### config.mk
export PLATFORM = sky130hd
export DESIGN_NAME = spill_aware_register_allocator_flat
export DESIGN_NICKNAME = d
export VERILOG_FILES = /design/src/sara_pkg.sv /design/src/sara_if.sv /design/src/sara_pool.sv /design/src/sara_pick.sv /design/src/spill_aware_register_allocator.sv /design/src/flat_wrapper.sv
export SDC_FILE = /design/constraint.sdc
export NUM_CORES = 1
export LEC_CHECK = 0
export ABC_AREA = 1
export BUFFER_PORTS_ARGS = -buffer_cell sky130_fd_sc_hd__buf_2
export CAP_MARGIN = 20
export CORE_MARGIN = 3
export CORE_UTILIZATION = 35
export CTS_CLUSTER_SIZE = 16
export DETAILED_ROUTE_END_ITERATION = 8
export PLACE_DENSITY = 0.53
export SLEW_MARGIN = 20
export SYNTH_ARGS = -nofsm -noshare
export SYNTH_HDL_FRONTEND = slang
export SYNTH_SLANG_ARGS = --single-unit
### constraint.sdc
create_clock -name clk -period 4 [get_ports clk]
set_input_delay 0.2 -clock clk [delete_from_list [all_inputs] [get_ports clk]]
set_output_delay 0.2 -clock clk [all_outputs]
set_load 0.005 [all_outputs]
### src/sara_pkg.sv
// ----------------------------------------------------------------------------
// sara_pkg: shared types, constants and helpers
// Pool geometry, opcode and state encodings, the pool write command and the
// width conversions used between the pool and the beat fields.
// ----------------------------------------------------------------------------
`default_nettype none

package sara_pkg;

  localparam int NUM_REGS   = 4;
  localparam int TAG_BITS   = 8;
  localparam int COUNT_BITS = 8;

  localparam int IDX_BITS = (NUM_REGS > 1) ? $clog2(NUM_REGS) : 1;

  // Fixed beat field widths.
  localparam int OP_W     = 3;
  localparam int REG_W    = 4;
  localparam int OWNER_W  = 8;
  localparam int VICTIM_W = 8;

  typedef logic [IDX_BITS-1:0]   idx_t;
  typedef logic [TAG_BITS-1:0]   tag_t;
  typedef logic [COUNT_BITS-1:0] cnt_t;

  localparam cnt_t COUNT_MAX = '1;
  localparam idx_t LAST_IDX  = IDX_BITS'(NUM_REGS - 1);
  localparam logic [REG_W:0] NUM_REGS_W = (REG_W + 1)'(NUM_REGS);

  typedef enum logic [OP_W-1:0] {
    OP_ALLOC     = 3'd0,
    OP_FREE      = 3'd1,
    OP_UNSPILL   = 3'd2,
    OP_SPILL_ALL = 3'd3,
    OP_CLEAR     = 3'd4
  } op_t;

  typedef enum logic [2:0] {
    ST_IDLE,
    ST_EXEC,
    ST_SCAN,
    ST_COMMIT,
    ST_WALK
  } state_t;

  // One write into the pool per cycle, plus a rotating-pointer write and a whole-pool clear.
  typedef struct packed {
    logic we;
    idx_t addr;
    logic used;
    tag_t holder;
    cnt_t count;
    logic clear_all;
    logic rot_we;
    idx_t rot;
  } pool_cmd_t;

  function automatic idx_t idx_inc(input idx_t i);
    return (i == LAST_IDX) ? '0 : i + 1'b1;
  endfunction

  function automatic tag_t tag_from_owner(input logic [OWNER_W-1:0] o);
    logic [TAG_BITS+OWNER_W-1:0] w;
    w = {{TAG_BITS{1'b0}}, o};
    return w[TAG_BITS-1:0];
  endfunction

  function automatic logic [VICTIM_W-1:0] victim_from_tag(input tag_t t);
    logic [TAG_BITS+VICTIM_W-1:0] w;
    w = {{VICTIM_W{1'b0}}, t};
    return w[VICTIM_W-1:0];
  endfunction

  function automatic logic [REG_W-1:0] reg_from_idx(input idx_t i);
    logic [IDX_BITS+REG_W-1:0] w;
    w = {{REG_W{1'b0}}, i};
    return w[REG_W-1:0];
  endfunction

endpackage

`default_nettype wire

### src/sara_if.sv
// ----------------------------------------------------------------------------
// sara_req_if / sara_rsp_if: request and result channels
// Valid/ready channels; a beat moves when valid and ready are both high.
// ----------------------------------------------------------------------------
`default_nettype none

interface sara_req_if;
  logic       valid;
  logic       ready;
  logic [2:0] opcode;
  logic [3:0] reg_index;
  logic [7:0] owner_tag;

  modport source (output valid, output opcode, output reg_index, output owner_tag,
                  input ready);
  modport sink   (input valid, input opcode, input reg_index, input owner_tag,
                  output ready);
endinterface

interface sara_rsp_if;
  logic       valid;
  logic       ready;
  logic [3:0] granted_reg;
  logic       spilled;
  logic [7:0] victim_tag;
  logic       status;
  logic       last;

  modport source (output valid, output granted_reg, output spilled, output victim_tag,
                  output status, output last, input ready);
  modport sink   (input valid, input granted_reg, input spilled, input victim_tag,
                  input status, input last, output ready);
endinterface

`default_nettype wire

### src/sara_pool.sv
// ----------------------------------------------------------------------------
// sara_pool: register pool state
// Used bits, holder tags, spill counts and the rotating pointer, with one
// write and one read address per cycle and a whole-pool clear.
// ----------------------------------------------------------------------------
`default_nettype none

module sara_pool (
  input  logic                              clk,
  input  logic                              rst,
  input  sara_pkg::pool_cmd_t               cmd,
  input  sara_pkg::idx_t                    rd_addr,
  output logic [sara_pkg::NUM_REGS-1:0]     in_use,
  output sara_pkg::tag_t                    rd_holder,
  output sara_pkg::cnt_t                    rd_count,
  output sara_pkg::idx_t                    rotate_ptr
);
  import sara_pkg::*;

  tag_t holder      [NUM_REGS];
  cnt_t spill_count [NUM_REGS];

  always_ff @(posedge clk) begin
    if (rst || cmd.clear_all) begin
      in_use     <= '0;
      rotate_ptr <= '0;
      for (int k = 0; k < NUM_REGS; k++) begin
        holder[k]      <= '0;
        spill_count[k] <= '0;
      end
    end else begin
      if (cmd.we) begin
        in_use[cmd.addr]      <= cmd.used;
        holder[cmd.addr]      <= cmd.holder;
        spill_count[cmd.addr] <= cmd.count;
      end
      if (cmd.rot_we) begin
        rotate_ptr <= cmd.rot;
      end
    end
  end

  assign rd_holder = holder[rd_addr];
  assign rd_count  = spill_count[rd_addr];

endmodule

`default_nettype wire

### src/sara_pick.sv
// ----------------------------------------------------------------------------
// sara_pick: victim selection scan
// Visits one pool entry per cycle from the rotating pointer with a single
// less-than compare, keeping the best free entry or, while none is free,
// the entry with the fewest spills.
// ----------------------------------------------------------------------------
`default_nettype none

module sara_pick (
  input  logic                          clk,
  input  logic                          rst,
  input  logic                          start,
  input  sara_pkg::idx_t                rot,
  input  logic [sara_pkg::NUM_REGS-1:0] in_use,
  input  sara_pkg::cnt_t                rd_count,
  output sara_pkg::idx_t                scan_idx,
  output logic                          done,
  output sara_pkg::idx_t                best
);
  import sara_pkg::*;

  logic busy;
  idx_t step;
  cnt_t best_cnt;
  logic found;
  logic is_free;
  logic less;

  assign is_free = !in_use[scan_idx];
  assign less    = rd_count < best_cnt;

  always_ff @(posedge clk) begin
    if (rst) begin
      busy <= 1'b0;
      done <= 1'b0;
    end else begin
      done <= 1'b0;
      if (start) begin
        busy <= 1'b1;
      end else if (busy && step == LAST_IDX) begin
        busy <= 1'b0;
        done <= 1'b1;
      end
    end
  end

  // The best count starts at its maximum so that the first visit, at the
  // pointer itself, always leaves the pointer as the busy-pool fallback.
  always_ff @(posedge clk) begin
    if (start) begin
      scan_idx <= rot;
      best     <= rot;
      best_cnt <= COUNT_MAX;
      found    <= 1'b0;
      step     <= '0;
    end else if (busy) begin
      if (!found && is_free) begin
        best     <= scan_idx;
        best_cnt <= rd_count;
        found    <= 1'b1;
      end else if ((is_free || !found) && less) begin
        best     <= scan_idx;
        best_cnt <= rd_count;
      end
      scan_idx <= idx_inc(scan_idx);
      step     <= step + 1'b1;
    end
  end

endmodule

`default_nettype wire

### src/spill_aware_register_allocator.sv
// ----------------------------------------------------------------------------
// spill_aware_register_allocator: register pool allocator with spill tracking
// Sequencer over the pool state and the selection scan; results leave
// through an output register.
// ----------------------------------------------------------------------------
//
//   channel  direction  beat contents
//   req      in         opcode, reg_index, owner_tag
//   rsp      out        granted_reg, spilled, victim_tag, status, last
//
// One request is in work at a time; req.ready is high only while idle.
// Allocate runs decode, the selection scan over every entry, a step to see the scan
// end, then the commit, which loads the result register. Free, unspill and clear
// complete in the decode step once the output register can take their result; spill
// all then walks the entries up to the last used one. Reset is synchronous and
// clears the pool.
// A result waits in the output register while the next request is accepted;
// a further result holds its state until that register drains.
`default_nettype none

module spill_aware_register_allocator (
  input  logic       clk,
  input  logic       rst,
  sara_req_if.sink   req,
  sara_rsp_if.source rsp
);
  import sara_pkg::*;

  state_t state, state_next;

  logic [OP_W-1:0]    op_q;
  logic [REG_W-1:0]   index_q;
  logic [OWNER_W-1:0] owner_q;
  idx_t               walk, walk_next;

  pool_cmd_t          cmd;
  idx_t               rd_addr;
  logic [NUM_REGS-1:0] in_use;
  tag_t               rd_holder;
  cnt_t               rd_count;
  idx_t               rotate_ptr;

  logic pick_start;
  idx_t scan_idx;
  logic pick_done;
  idx_t best;

  logic               emit;
  logic [REG_W-1:0]   e_granted;
  logic               e_spilled;
  logic [VICTIM_W-1:0] e_victim;
  logic               e_status;
  logic               e_last;

  logic               out_valid;
  logic               can_emit;
  logic               index_ok;
  idx_t               index_a;
  logic [NUM_REGS-1:0] mask_ge, mask_gt;
  logic               used_rest, used_above;

  sara_pool u_pool (
    .clk        (clk),
    .rst        (rst),
    .cmd        (cmd),
    .rd_addr    (rd_addr),
    .in_use     (in_use),
    .rd_holder  (rd_holder),
    .rd_count   (rd_count),
    .rotate_ptr (rotate_ptr)
  );

  sara_pick u_pick (
    .clk      (clk),
    .rst      (rst),
    .start    (pick_start),
    .rot      (rotate_ptr),
    .in_use   (in_use),
    .rd_count (rd_count),
    .scan_idx (scan_idx),
    .done     (pick_done),
    .best     (best)
  );

  assign req.ready = (state == ST_IDLE);
  assign can_emit  = !out_valid || rsp.ready;
  assign index_ok  = {1'b0, index_q} < NUM_REGS_W;
  assign index_a   = index_q[IDX_BITS-1:0];

  always_comb begin
    for (int k = 0; k < NUM_REGS; k++) begin
      mask_ge[k] = IDX_BITS'(k) >= walk;
      mask_gt[k] = IDX_BITS'(k) > walk;
    end
  end

  assign used_rest  = |(in_use & mask_ge);
  assign used_above = |(in_use & mask_gt);

  always_ff @(posedge clk) begin
    if (rst) begin
      state <= ST_IDLE;
    end else begin
      state <= state_next;
    end
  end

  always_ff @(posedge clk) begin
    walk <= walk_next;
    if (req.valid && req.ready) begin
      op_q    <= req.opcode;
      index_q <= req.reg_index;
      owner_q <= req.owner_tag;
    end
  end

  always_comb begin
    state_next = state;
    walk_next  = walk;
    cmd        = '0;
    rd_addr    = index_a;
    pick_start = 1'b0;
    emit       = 1'b0;
    e_granted  = '0;
    e_spilled  = 1'b0;
    e_victim   = '0;
    e_status   = 1'b0;
    e_last     = 1'b1;

    unique case (state)
      ST_IDLE: begin
        if (req.valid) begin
          state_next = ST_EXEC;
        end
      end

      ST_EXEC: begin
        unique case (op_q)
          OP_ALLOC: begin
            pick_start = 1'b1;
            state_next = ST_SCAN;
          end
          OP_FREE: begin
            if (can_emit) begin
              emit       = 1'b1;
              e_granted  = index_q;
              cmd.we     = index_ok;
              cmd.addr   = index_a;
              cmd.count  = rd_count;
              state_next = ST_IDLE;
            end
          end
          OP_UNSPILL: begin
            if (can_emit) begin
              emit      = 1'b1;
              e_granted = index_q;
              if (index_ok && !in_use[index_a]) begin
                cmd.we     = 1'b1;
                cmd.addr   = index_a;
                cmd.used   = 1'b1;
                cmd.holder = tag_from_owner(owner_q);
                cmd.count  = (rd_count == '0) ? '0 : rd_count - 1'b1;
              end else begin
                e_status = 1'b1;
              end
              state_next = ST_IDLE;
            end
          end
          OP_SPILL_ALL: begin
            walk_next  = '0;
            state_next = ST_WALK;
          end
          OP_CLEAR: begin
            if (can_emit) begin
              emit          = 1'b1;
              cmd.clear_all = 1'b1;
              state_next    = ST_IDLE;
            end
          end
          default: begin
            state_next = ST_IDLE;
          end
        endcase
      end

      ST_SCAN: begin
        rd_addr = scan_idx;
        if (pick_done) begin
          state_next = ST_COMMIT;
        end
      end

      ST_COMMIT: begin
        rd_addr = best;
        if (can_emit) begin
          emit       = 1'b1;
          e_granted  = reg_from_idx(best);
          e_spilled  = in_use[best];
          e_victim   = in_use[best] ? victim_from_tag(rd_holder) : '0;
          cmd.we     = 1'b1;
          cmd.addr   = best;
          cmd.used   = 1'b1;
          cmd.holder = tag_from_owner(owner_q);
          cmd.count  = (in_use[best] && rd_count != COUNT_MAX) ? rd_count + 1'b1
                                                                : rd_count;
          cmd.rot_we = 1'b1;
          cmd.rot    = idx_inc(best);
          state_next = ST_IDLE;
        end
      end

      ST_WALK: begin
        rd_addr = walk;
        if (!used_rest) begin
          state_next = ST_IDLE;
        end else if (in_use[walk]) begin
          if (can_emit) begin
            emit      = 1'b1;
            e_granted = reg_from_idx(walk);
            e_spilled = 1'b1;
            e_victim  = victim_from_tag(rd_holder);
            e_last    = !used_above;
            cmd.we    = 1'b1;
            cmd.addr  = walk;
            cmd.count = rd_count;
            walk_next = idx_inc(walk);
          end
        end else begin
          walk_next = idx_inc(walk);
        end
      end

      default: begin
        state_next = ST_IDLE;
      end
    endcase
  end

  always_ff @(posedge clk) begin
    if (rst) begin
      out_valid <= 1'b0;
    end else if (emit) begin
      out_valid <= 1'b1;
    end else if (rsp.ready) begin
      out_valid <= 1'b0;
    end
  end

  always_ff @(posedge clk) begin
    if (emit) begin
      rsp.granted_reg <= e_granted;
      rsp.spilled     <= e_spilled;
      rsp.victim_tag  <= e_victim;
      rsp.status      <= e_status;
      rsp.last        <= e_last;
    end
  end

  assign rsp.valid = out_valid;

endmodule

`default_nettype wire

### src/flat_wrapper.sv
// flat-port wrapper written by rule: the top's interface ports become plain ports
module spill_aware_register_allocator_flat import sara_pkg::*;
  (clk, rst, req_valid, req_opcode, req_reg_index, req_owner_tag, req_ready, rsp_valid, rsp_granted_reg, rsp_spilled, rsp_victim_tag, rsp_status, rsp_last, rsp_ready);
  sara_req_if req_i ();
  sara_rsp_if rsp_i ();
  input  logic clk;
  input  logic rst;
  input wire logic [$bits(req_i.valid)-1:0] req_valid;
  input wire logic [$bits(req_i.opcode)-1:0] req_opcode;
  input wire logic [$bits(req_i.reg_index)-1:0] req_reg_index;
  input wire logic [$bits(req_i.owner_tag)-1:0] req_owner_tag;
  output wire logic [$bits(req_i.ready)-1:0] req_ready;
  output wire logic [$bits(rsp_i.valid)-1:0] rsp_valid;
  output wire logic [$bits(rsp_i.granted_reg)-1:0] rsp_granted_reg;
  output wire logic [$bits(rsp_i.spilled)-1:0] rsp_spilled;
  output wire logic [$bits(rsp_i.victim_tag)-1:0] rsp_victim_tag;
  output wire logic [$bits(rsp_i.status)-1:0] rsp_status;
  output wire logic [$bits(rsp_i.last)-1:0] rsp_last;
  input wire logic [$bits(rsp_i.ready)-1:0] rsp_ready;
  assign req_i.valid = req_valid;
  assign req_i.opcode = req_opcode;
  assign req_i.reg_index = req_reg_index;
  assign req_i.owner_tag = req_owner_tag;
  assign req_ready = req_i.ready;
  assign rsp_valid = rsp_i.valid;
  assign rsp_granted_reg = rsp_i.granted_reg;
  assign rsp_spilled = rsp_i.spilled;
  assign rsp_victim_tag = rsp_i.victim_tag;
  assign rsp_status = rsp_i.status;
  assign rsp_last = rsp_i.last;
  assign rsp_i.ready = rsp_ready;
  spill_aware_register_allocator u_core (.clk(clk), .rst(rst), .req(req_i), .rsp(rsp_i));
endmodule
### After elaboration in Yosys (flattened, before gate mapping)

Memory sizes are Yosys's and may differ from the RTL's.
Index checks and enable logic that the tools add are counted.
Widths: inputs -> output; s select.

* flip-flop bits (word level): 59
* memory bits (writable): 64
* bits of input ports: 19
* logic and storage cells: 198
* memories kept: 2

* $add $sub $neg: 6
* $lt $le $gt $ge: 16
* equal/unequal tests: 19
* mux-type cells: 95
* bitwise logic cells: 2
* reductions and logical operators: 38

Memories
* u_core.u_pool.holder: depth 4, bits a word 8, read ports 1, clocked after Yosys merged registers in 0, write ports 4, RTL line sara_pool.sv:20 `tag_t holder [NUM_REGS];`
* u_core.u_pool.spill_count: depth 4, bits a word 8, read ports 1, clocked after Yosys merged registers in 0, write ports 4, RTL line sara_pool.sv:21 `cnt_t spill_count [NUM_REGS];`

Operator list (count)
* $mux 8: 14
* $mux 20: 3
* $mux 2: 17
* $pmux 8 s2: 2
* $mux 3: 10
* $mux 1: 27
* $pmux 8 s3: 1
* $pmux 3 s3: 2
* $pmux 9 s2: 1
* $mux 4: 4
* $reduce_or 8->1: 2
* $lt 2x3->1 const B: 5
* $pmux 3 s5: 1
* $eq 3x2->1 const B: 4
* $pmux 4 s3: 1
* $reduce_bool 2->1: 5
* $mux 9: 1
* $add 2x1->2 const B: 4
* $add 8x1->8 const B: 1
* $and 4x4->4: 2
* $bmux 1 s2: 4
* $eq 2x2->1 const B: 4
* $logic_not 8->1: 1
* $lt 8x8->1: 1
* 31 further kinds: 59

### Longest topological paths before layout

Gate-level depths: netlist of run 1.
An unclocked memory read counts as a cell.

* depth in word-level cells: 14
* depth in mapped cells: 22
* mapped depth without buffers: 22

### Modules after synthesis

From an unflattened synthesis of run 1, not the netlist that was laid out.

* cells, all modules: 841
* area total of the unflattened synthesis: 6969.2 um^2

Modules (own cells, without submodules)
* sara_pool: times used 1, cells each 352, area an instance 3314.4 um^2, sequential area each 2042.0 um^2
* spill_aware_register_allocator: times used 1, cells each 371, area an instance 2746.4 um^2, sequential area each 1041.0 um^2
* sara_pick: times used 1, cells each 118, area an instance 908.4 um^2, sequential area each 380.4 um^2

### Worst setup path after synthesis of run 1

No wires, ideal clock.

* path kind: reg-to-reg
* start: register u_core.walk[0]
* end: memory u_core.u_pool.holder[0][0] (netlist name) (enable)
* setup time: 0.372 ns
* arrival: 2.396 ns
* data required time: 3.628 ns
* setup slack: 1.233 ns
* stages on the path, launching flop included: 14
* buffers on the path: 1
* clock period less this slack: 2.767 ns
* cells stage by stage: edfxtp_1 ha_1 o21ai_0 nor2_1 a21oi_1 nand2_1 inv_1 nor2_1 nand2_1 nand2_1 inv_2 nand2_2 buf_2 nand2_1

RTL lines
* start: declaration: RTL line spill_aware_register_allocator.sv:34 `idx_t walk, walk_next;`
* start signal: assignment: RTL line spill_aware_register_allocator.sv:109 `walk <= walk_next;`
* end: declaration: RTL line sara_pool.sv:20

==> flow_summary_export.csv, run 1 <==
group,metric,value,unit
status,status,"completed",
drt,wl,17300,µm
yosys,synth_cell_type_count,44,
yosys,synth-edff-count,100,
yosys,synth_cells,736,
setup_path,cp_slowest_cell,"nand2_1",
setup_path,cp_num_buf_inv,2,
yosys,ys_seq_elements,123,
sta,fin_crit_sh,91.3,%
setup_path,r2r-end,"u_core.u_pool.holder[0][6]",
sta,setup_tns,0,ns
drt,drt_iter0_markers,472,
power_and_ir_drop,comb_power_share,15.6,%
yosys,yosys_warnings,0,
floorplan,die_y,144,µm
floorplan,core_area,18300,µm²
placement,io_buffers,35,
clock_tree,clockRootBuffer,"clkbuf_16",
yosys,ys_top_cells_by_area,"edfxtp_1, nand2_1, dfxtp_1",
sta,timing.hold.ws,0.165,ns
floorplan,ios,36,
power_and_ir_drop,sw_frac_of_total,27.0,%
placement,dp.cells,997,
power_and_ir_drop,power_density,477,nW/µm²
global_routing,grt_max_degree,23,
hold_path,hold_class,"input port to flop",
clock_tree,clock_sinks,123,
clock_tree,max-clock-path-buffers,2,
setup_path,r2r_slack,0.35,ns
yosys,synth_top_area_share,45.1,%
setup_path,arrival,3.69,ns
setup_path,cp-start-kind,"flop",
power_and_ir_drop,p_leak,3.31,nW
yosys,ys_seq_area_share,52.1,%
clock_tree,htree_num_levels,4,
clock_tree,ctsHoldBuffers,16,
job,max_cap_violations,0,
final_layout,fin_cells,1044,
drt,drt_first_pass_iters,5,
global_routing,grt_usage,17.5,%
clock_tree,cts_tree,"done",
setup_path,cp_max_fo,19,
sta,hold_violations,0,
sta,fmax,274,MHz
power_and_ir_drop,clock_power_share,43.0,%
final_layout,fin_nets,839,
setup_path,worstSetupStartpoint,"u_core.walk[1]",
sta,setup_viol,0,
floorplan,dieWidth,144,µm
global_routing,grt_pass1_vias,5307,
final_layout,num-fill-cells,1804,
final_layout,drive_gt1_share,18.8,%
clock_tree,insertion_delay,0.42,ns
sta,finalMaxSlewViolations,0,
floorplan,rows,49,
floorplan,start_util,36.3,%
yosys,synth_top_cell_by_area,"edfxtp_1",
setup_path,end_kind,"flop",
clock_tree,cts_resized,0,
setup_path,max_stage_delay,0.79,ns
setup_path,cp.required,4.04,ns
final_layout,synthToLayoutAreaGrowth,18.6,%
final_layout,top_regs,"u_core.u_pool.holder (32), u_core.u_pool.spill_count (32)",
yosys,syn_nets,772,
global_routing,overflow,0,
power_and_ir_drop,power.internal,0.00275,W
setup_path,crit_end,"u_core.u_pool.holder[0][6]",
yosys,synth_flop_cell,"edfxtp_1",
yosys,synthArstFlopShare,0,%
placement,place_hpwl,12100,µm
setup_path,r2r-start,"u_core.walk[1]",
sta,relSlewSlack,27.9,%
setup_path,crit_chain,"ha_1 > o21ai_0 > nor2_1 > a21oi_1 > nand2_1 > inv_1 > nor2_1 > nand2_1 > nand2_1 > inv_2 > nand2_2 > nand2_1",
final_layout,final_util,43.0,%
setup_path,cpMostUsedCell,"nand2_1",
power_and_ir_drop,netSwitchingPower,0.00101,W
drt,post_drt_via_cell_ratio,5.15,
sta,post-route-min-period,3.65,ns
setup_path,path_class,"flop to flop",
drt,vias,5378,
yosys,synthesis.area,6650,µm²
sta,skew,0.00891,ns
drt,avgRoutedWirePerCell,16.6,µm
yosys,synth.avg_cell_area,9.04,µm²
drt,route.antenna.remaining_nets,0,
placement,routabilityCongestion,0.875,
clock_tree,clk_pin_slew,0.06,ns
sta,worstMarginPinSlew,1.08,ns
power_and_ir_drop,seqPwrFrac,41.4,%
setup_path,critical_path_cell_count,12,
global_routing,grt_pass1_wl,27900,µm
clock_tree,post_cts_buffers,0,
drt,drc,0,
setup_path,critPathTopFamily,"simple AND/OR/NAND/NOR gates",
sta,rsz0062_at_grt,"false",
global_routing,antenna_found_initial,0,
final_layout,n_antenna_cell,0,
clock_tree,numCtsBuffers,17,
floorplan,dieArea,20700,µm²
power_and_ir_drop,irDropWorstVdd,0.249,mV
setup_path,reg2reg_depth,12,
-- worst min-delay path by stage --
stage          slack [ns]  depth (start not counted)                 to             start
2_1_floorplan        0.27                          1    u_core.state[1]               rst
3_3_place_gp         0.38                          1  u_core.owner_q[5]  req_owner_tag[5]
3_5_place_dp         0.38                          1  u_core.owner_q[6]  req_owner_tag[6]
4_1_cts              0.16                          3    u_core.state[0]         req_valid
5_1_grt              0.18                          3    u_core.state[0]         req_valid
6_report             0.16                          3    u_core.state[0]         req_valid
-- cell usage in the layout, fill, tap and decap left out, drive strengths merged, types with 16 or more instances in the layout --
master       count
ha              17
edfxtp         100
inv             94
buf             49
clkbuf          18
nor2            85
dlygate4sd3     16
nand2          176
o21ai           29
nand3           78
nor3            16
a21oi           53
dfxtp           23
-- power by group through the flow --
| stage | clock [W] | sequential [W] | combinational [W] |
|---|---|---|---|
| 2_1_floorplan | 0 | 0.00157 | 0.000434 |
| 3_3_place_gp | 0 | 0.00158 | 0.000567 |
| 3_5_place_dp | 0 | 0.00158 | 0.000577 |
| 4_1_cts | 0.00164 | 0.00156 | 0.000594 |
| 5_1_grt | 0.00170 | 0.00157 | 0.000667 |
| 6_report | 0.00162 | 0.00156 | 0.000587 |
-- layout make-up --
class | count | area, µm² | share of cell area (%)
Sequential cell | 123 | 3460 | 43.9
Multi-Input combinational cell | 503 | 2730 | 34.6
Clock inverter | 13 | 193 | 2.44
Tap cell | 229 | 287 | 3.63
Inverter | 93 | 349 | 4.42
Clock buffer | 18 | 429 | 5.44
Timing Repair Buffer | 65 | 440 | 5.58
-- Yosys cell counts, types with 9 or more instances --
| master | n |
|---|---|
| nand2_1 | 147 |
| edfxtp_1 | 100 |
| inv_1 | 83 |
| nor2_1 | 72 |
| nand3_1 | 69 |
| a21oi_1 | 49 |
| o21ai_0 | 25 |
| nand2_2 | 24 |
| dfxtp_1 | 23 |
| ha_1 | 17 |
| nor3_1 | 12 |
| inv_2 | 9 |
| nand3_2 | 9 |
-- metrics by stage --
| stage | setup slack, ns | instance area, µm² | power (W) |
|---|---|---|---|
| floorplan | 1.23 | 6650 | 0.00200 |
| global placement | 0.287 | 7110 | 0.00215 |
| detailed placement | 0.332 | 7110 | 0.00216 |
| CTS | 0.302 | 7890 | 0.00379 |
| global route | 0.00364 | 7890 | 0.00393 |
| finish | 0.347 | 7890 | 0.00376 |
-- worst register-to-register path: stages (launching register included) --
cell      delay [ns]
edfxtp_1        0.50
ha_1            0.29
o21ai_0         0.18
nor2_1          0.09
a21oi_1         0.36
nand2_1         0.18
inv_1           0.17
nor2_1          0.09
nand2_1         0.12
nand2_1         0.09
inv_2           0.10
nand2_2         0.31
nand2_1         0.80
-- layer usage --
| layer | vias up | GRT usage, % | part of all wire [%] |
|---|---|---|---|
| li1 | 2641 | - | - |
| met1 | 2588 | 23.1 | 47 |
| met2 | 123 | 28.7 | 47 |
| met3 | 26 | 3.53 | 4.4 |
| met4 | 0 | 5.85 | 1.8 |
| met5 | - | 0 | 0 |
-- cells by family (layout without fill, tap and decap cells) --
kind of cell	after synthesis	count (layout)	synth area share [%]
AO/OA/AOI/OAI	106	106	9.33
multiplexers	8	8	1.20
AND/OR/NAND/NOR	368	368	26.8
buffers and inverters	110	189	6.88
adder cells (fa/ha/maj)	17	17	3.20
XOR/XNOR	4	4	0.527
flip-flops	123	123	52.1
No activity file was read; power rests on OpenSTA's default activity.
==> run 2: changes to the inputs <==
--- a/config.mk
+++ b/config.mk
@@ -13,6 +13,7 @@
 export CTS_CLUSTER_SIZE = 16
 export DETAILED_ROUTE_END_ITERATION = 8
 export PLACE_DENSITY = 0.53
+export SKIP_CTS_REPAIR_TIMING = 1
 export SLEW_MARGIN = 20
 export SYNTH_ARGS = -nofsm -noshare
 export SYNTH_HDL_FRONTEND = slang
==> constraint.sdc (replaced) <==
create_clock -name clk -period 4 [get_ports clk]
set_input_delay 0 -clock clk [delete_from_list [all_inputs] [get_ports clk]]
set_output_delay 0 -clock clk [all_outputs]
set_load 0.005 [all_outputs]
==> run 2 against run 1 <==
  * Total power about the same
  * Final area increased by 0.13%
  * Non-clock buffer count increased by 1
  * Count of clock-buffer cells in the layout unchanged
  * Clock skew increased by 0.00067 ns
  * Cell count about the same
  * Via count increased by 0.41%
  * Clock power about the same
  * Global-route usage decreased by 0.10 points
  * Fmax about the same
  * Largest power group unchanged
==> flow_summary_export.csv, run 2 (same netlist as run 1, synthesis figures left out) <==
group,metric,value,unit
setup_path,reg2reg_depth,12,
hold_path,min_to,"u_core.rsp.valid",
floorplan,dieArea,20700,µm²
sta,fmax,274,MHz
drt,wl,17400,µm
drt,avgRoutedWirePerCell,16.6,µm
drt,drt_first_pass_iters,5,
floorplan,ios,36,
hold_path,min_path_cells,4,
clock_tree,clockRootBuffer,"clkbuf_16",
sta,fin_crit_sh,91.3,%
drt,drt_iter0_markers,482,
final_layout,post-route-cell-area,7900,µm²
setup_path,r2r-end,"u_core.u_pool.holder[0][6]",
final_layout,drive_gt1_share,18.8,%
final_layout,multi_input_area,2730,µm²
setup_path,cp_num_buf_inv,2,
global_routing,grt_max_degree,23,
placement,place_hpwl,12100,µm
final_layout,num-fill-cells,1804,
setup_path,r2r_slack,0.35,ns
power_and_ir_drop,p_leak,3.31,nW
sta,worst_slack,0.349,ns
clock_tree,insertion_delay,0.42,ns
setup_path,crit_chain,"ha_1 > o21ai_0 > nor2_1 > a21oi_1 > nand2_1 > inv_1 > nor2_1 > nand2_1 > nand2_1 > inv_2 > nand2_2 > nand2_1",
power_and_ir_drop,irDropWorstVdd,0.251,mV
drt,route.antenna.remaining_nets,0,
final_layout,seqCellArea,3460,µm²
placement,routabilityCongestion,0.875,
job,max_cap_violations,0,
final_layout,top_regs,"u_core.u_pool.holder (32), u_core.u_pool.spill_count (32)",
drt,vias,5400,
floorplan,die_y,144,µm
sta,skew,0.00959,ns
global_routing,overflow,0,
global_routing,antenna_found_initial,0,
drt,post_drt_via_cell_ratio,5.17,
clock_tree,cts_tree,"done",
clock_tree,max-clock-path-buffers,2,
final_layout,final_util,43.1,%
power_and_ir_drop,power_density,476,nW/µm²
hold_path,hold_class,"input port to flop",
final_layout,n_antenna_cell,0,
placement,io_buffers,35,
global_routing,grt_pass1_vias,5234,
setup_path,arrival,3.69,ns
status,status,"completed",
setup_path,cp-start-kind,"flop",
setup_path,max_stage_delay,0.80,ns
setup_path,cpMostUsedCell,"nand2_1",
setup_path,cp_max_fo,19,
floorplan,core_area,18300,µm²
floorplan,rows,49,
global_routing,grt_usage,17.4,%
clock_tree,htree_num_levels,4,
final_layout,synthToLayoutAreaGrowth,18.8,%
sta,post-route-min-period,3.65,ns
setup_path,cp_slowest_cell,"nand2_1",
sta,setup_tns,0,ns
sta,rsz0062_at_grt,"false",
clock_tree,clock_sinks,123,
final_layout,final_cell_mix,"nand2_1, edfxtp_1, inv_1",
sta,relSlewSlack,26.1,%
floorplan,start_util,36.3,%
hold_path,min_from,"rsp_ready",
sta,worstMarginPinSlew,1.11,ns
setup_path,r2r-start,"u_core.walk[1]",
setup_path,end_kind,"flop",
setup_path,critPathTopFamily,"simple AND/OR/NAND/NOR gates",
final_layout,layout_commonest_cell,"nand2_1",
global_routing,grt_pass1_wl,27600,µm
sta,hold_violations,0,
final_layout,fin_nets,840,
setup_path,cp.required,4.04,ns
floorplan,dieWidth,144,µm
clock_tree,clk_pin_slew,0.06,ns
setup_path,path_class,"flop to flop",
sta,finalMaxSlewViolations,0,
sta,setup_viol,0,
drt,drc,0,
clock_tree,numCtsBuffers,17,
placement,place_ws,0.332,ns
placement,post_dp_cell_area,7110,µm²
==> run 2: tightest hold or removal path, delay by kind of cell <==
family | cells | cell delay [ns]
AO/OA/AOI/OAI | 1 | 0.19
buffers and inverters | 2 | 0.11
AND/OR/NAND/NOR | 1 | 0.12
==> run 2: routing by layer <==
layer  up-vias  GRT usage, %  share of wire, %
li1       2640             -                 -
met1      2613          23.0                47
met2       119          28.4                47
met3        28          3.53               4.2
met4         0          5.85               1.8
met5         -             0                 0
==> run 2: area by class of cell <==
| cell class | instances | share of cell area [%] |
|---|---|---|
| clock buffer | 18 | 5.43 |
| clock inverter | 13 | 2.44 |
| inverter | 93 | 4.42 |
| multi-input combinational | 503 | 34.6 |
| sequential | 123 | 43.8 |
| tap | 229 | 3.63 |
| timing repair buffer | 66 | 5.70 |
==> run 2: how the worst max path moves through the flow <==
stage | cells past startpoint | to | slack, ns | from
after floorplan | 13 | u_core.u_pool.holder[0][0] | 1.23 | u_core.walk[0]
after global placement | 12 | u_core.u_pool.spill_count[0][0] | 0.29 | u_core.walk[0]
after detailed placement | 12 | u_core.u_pool.spill_count[0][0] | 0.33 | u_core.walk[0]
after CTS | 12 | u_core.u_pool.holder[0][0] | 0.30 | u_core.walk[0]
after global routing | 12 | u_core.u_pool.holder[0][6] | 0.004 | u_core.walk[1]
final | 12 | u_core.u_pool.holder[0][6] | 0.35 | u_core.walk[1]
==> run 2: power breakdown <==
group,internal [W],switching (W),total (W),leakage (nW)
registers,0.00150,0.0000571,0.00156,1.19
logic,0.000205,0.000383,0.000588,1.82
clock network,0.00104,0.000576,0.00162,0.297
==> run 2: stage by stage <==
| stage | hold slack [ns] | total power (W) | cells |
|---|---|---|---|
| 3_3_place_gp | 0.177 | 0.00215 | 997 |
| 2_1_floorplan | 0.0691 | 0.00200 | 736 |
| 3_5_place_dp | 0.178 | 0.00216 | 997 |
| 6_report | 0.0625 | 0.00376 | 1045 |
| 4_1_cts | -0.264 | 0.00378 | 1028 |
| 5_1_grt | 0.0894 | 0.00394 | 1045 |
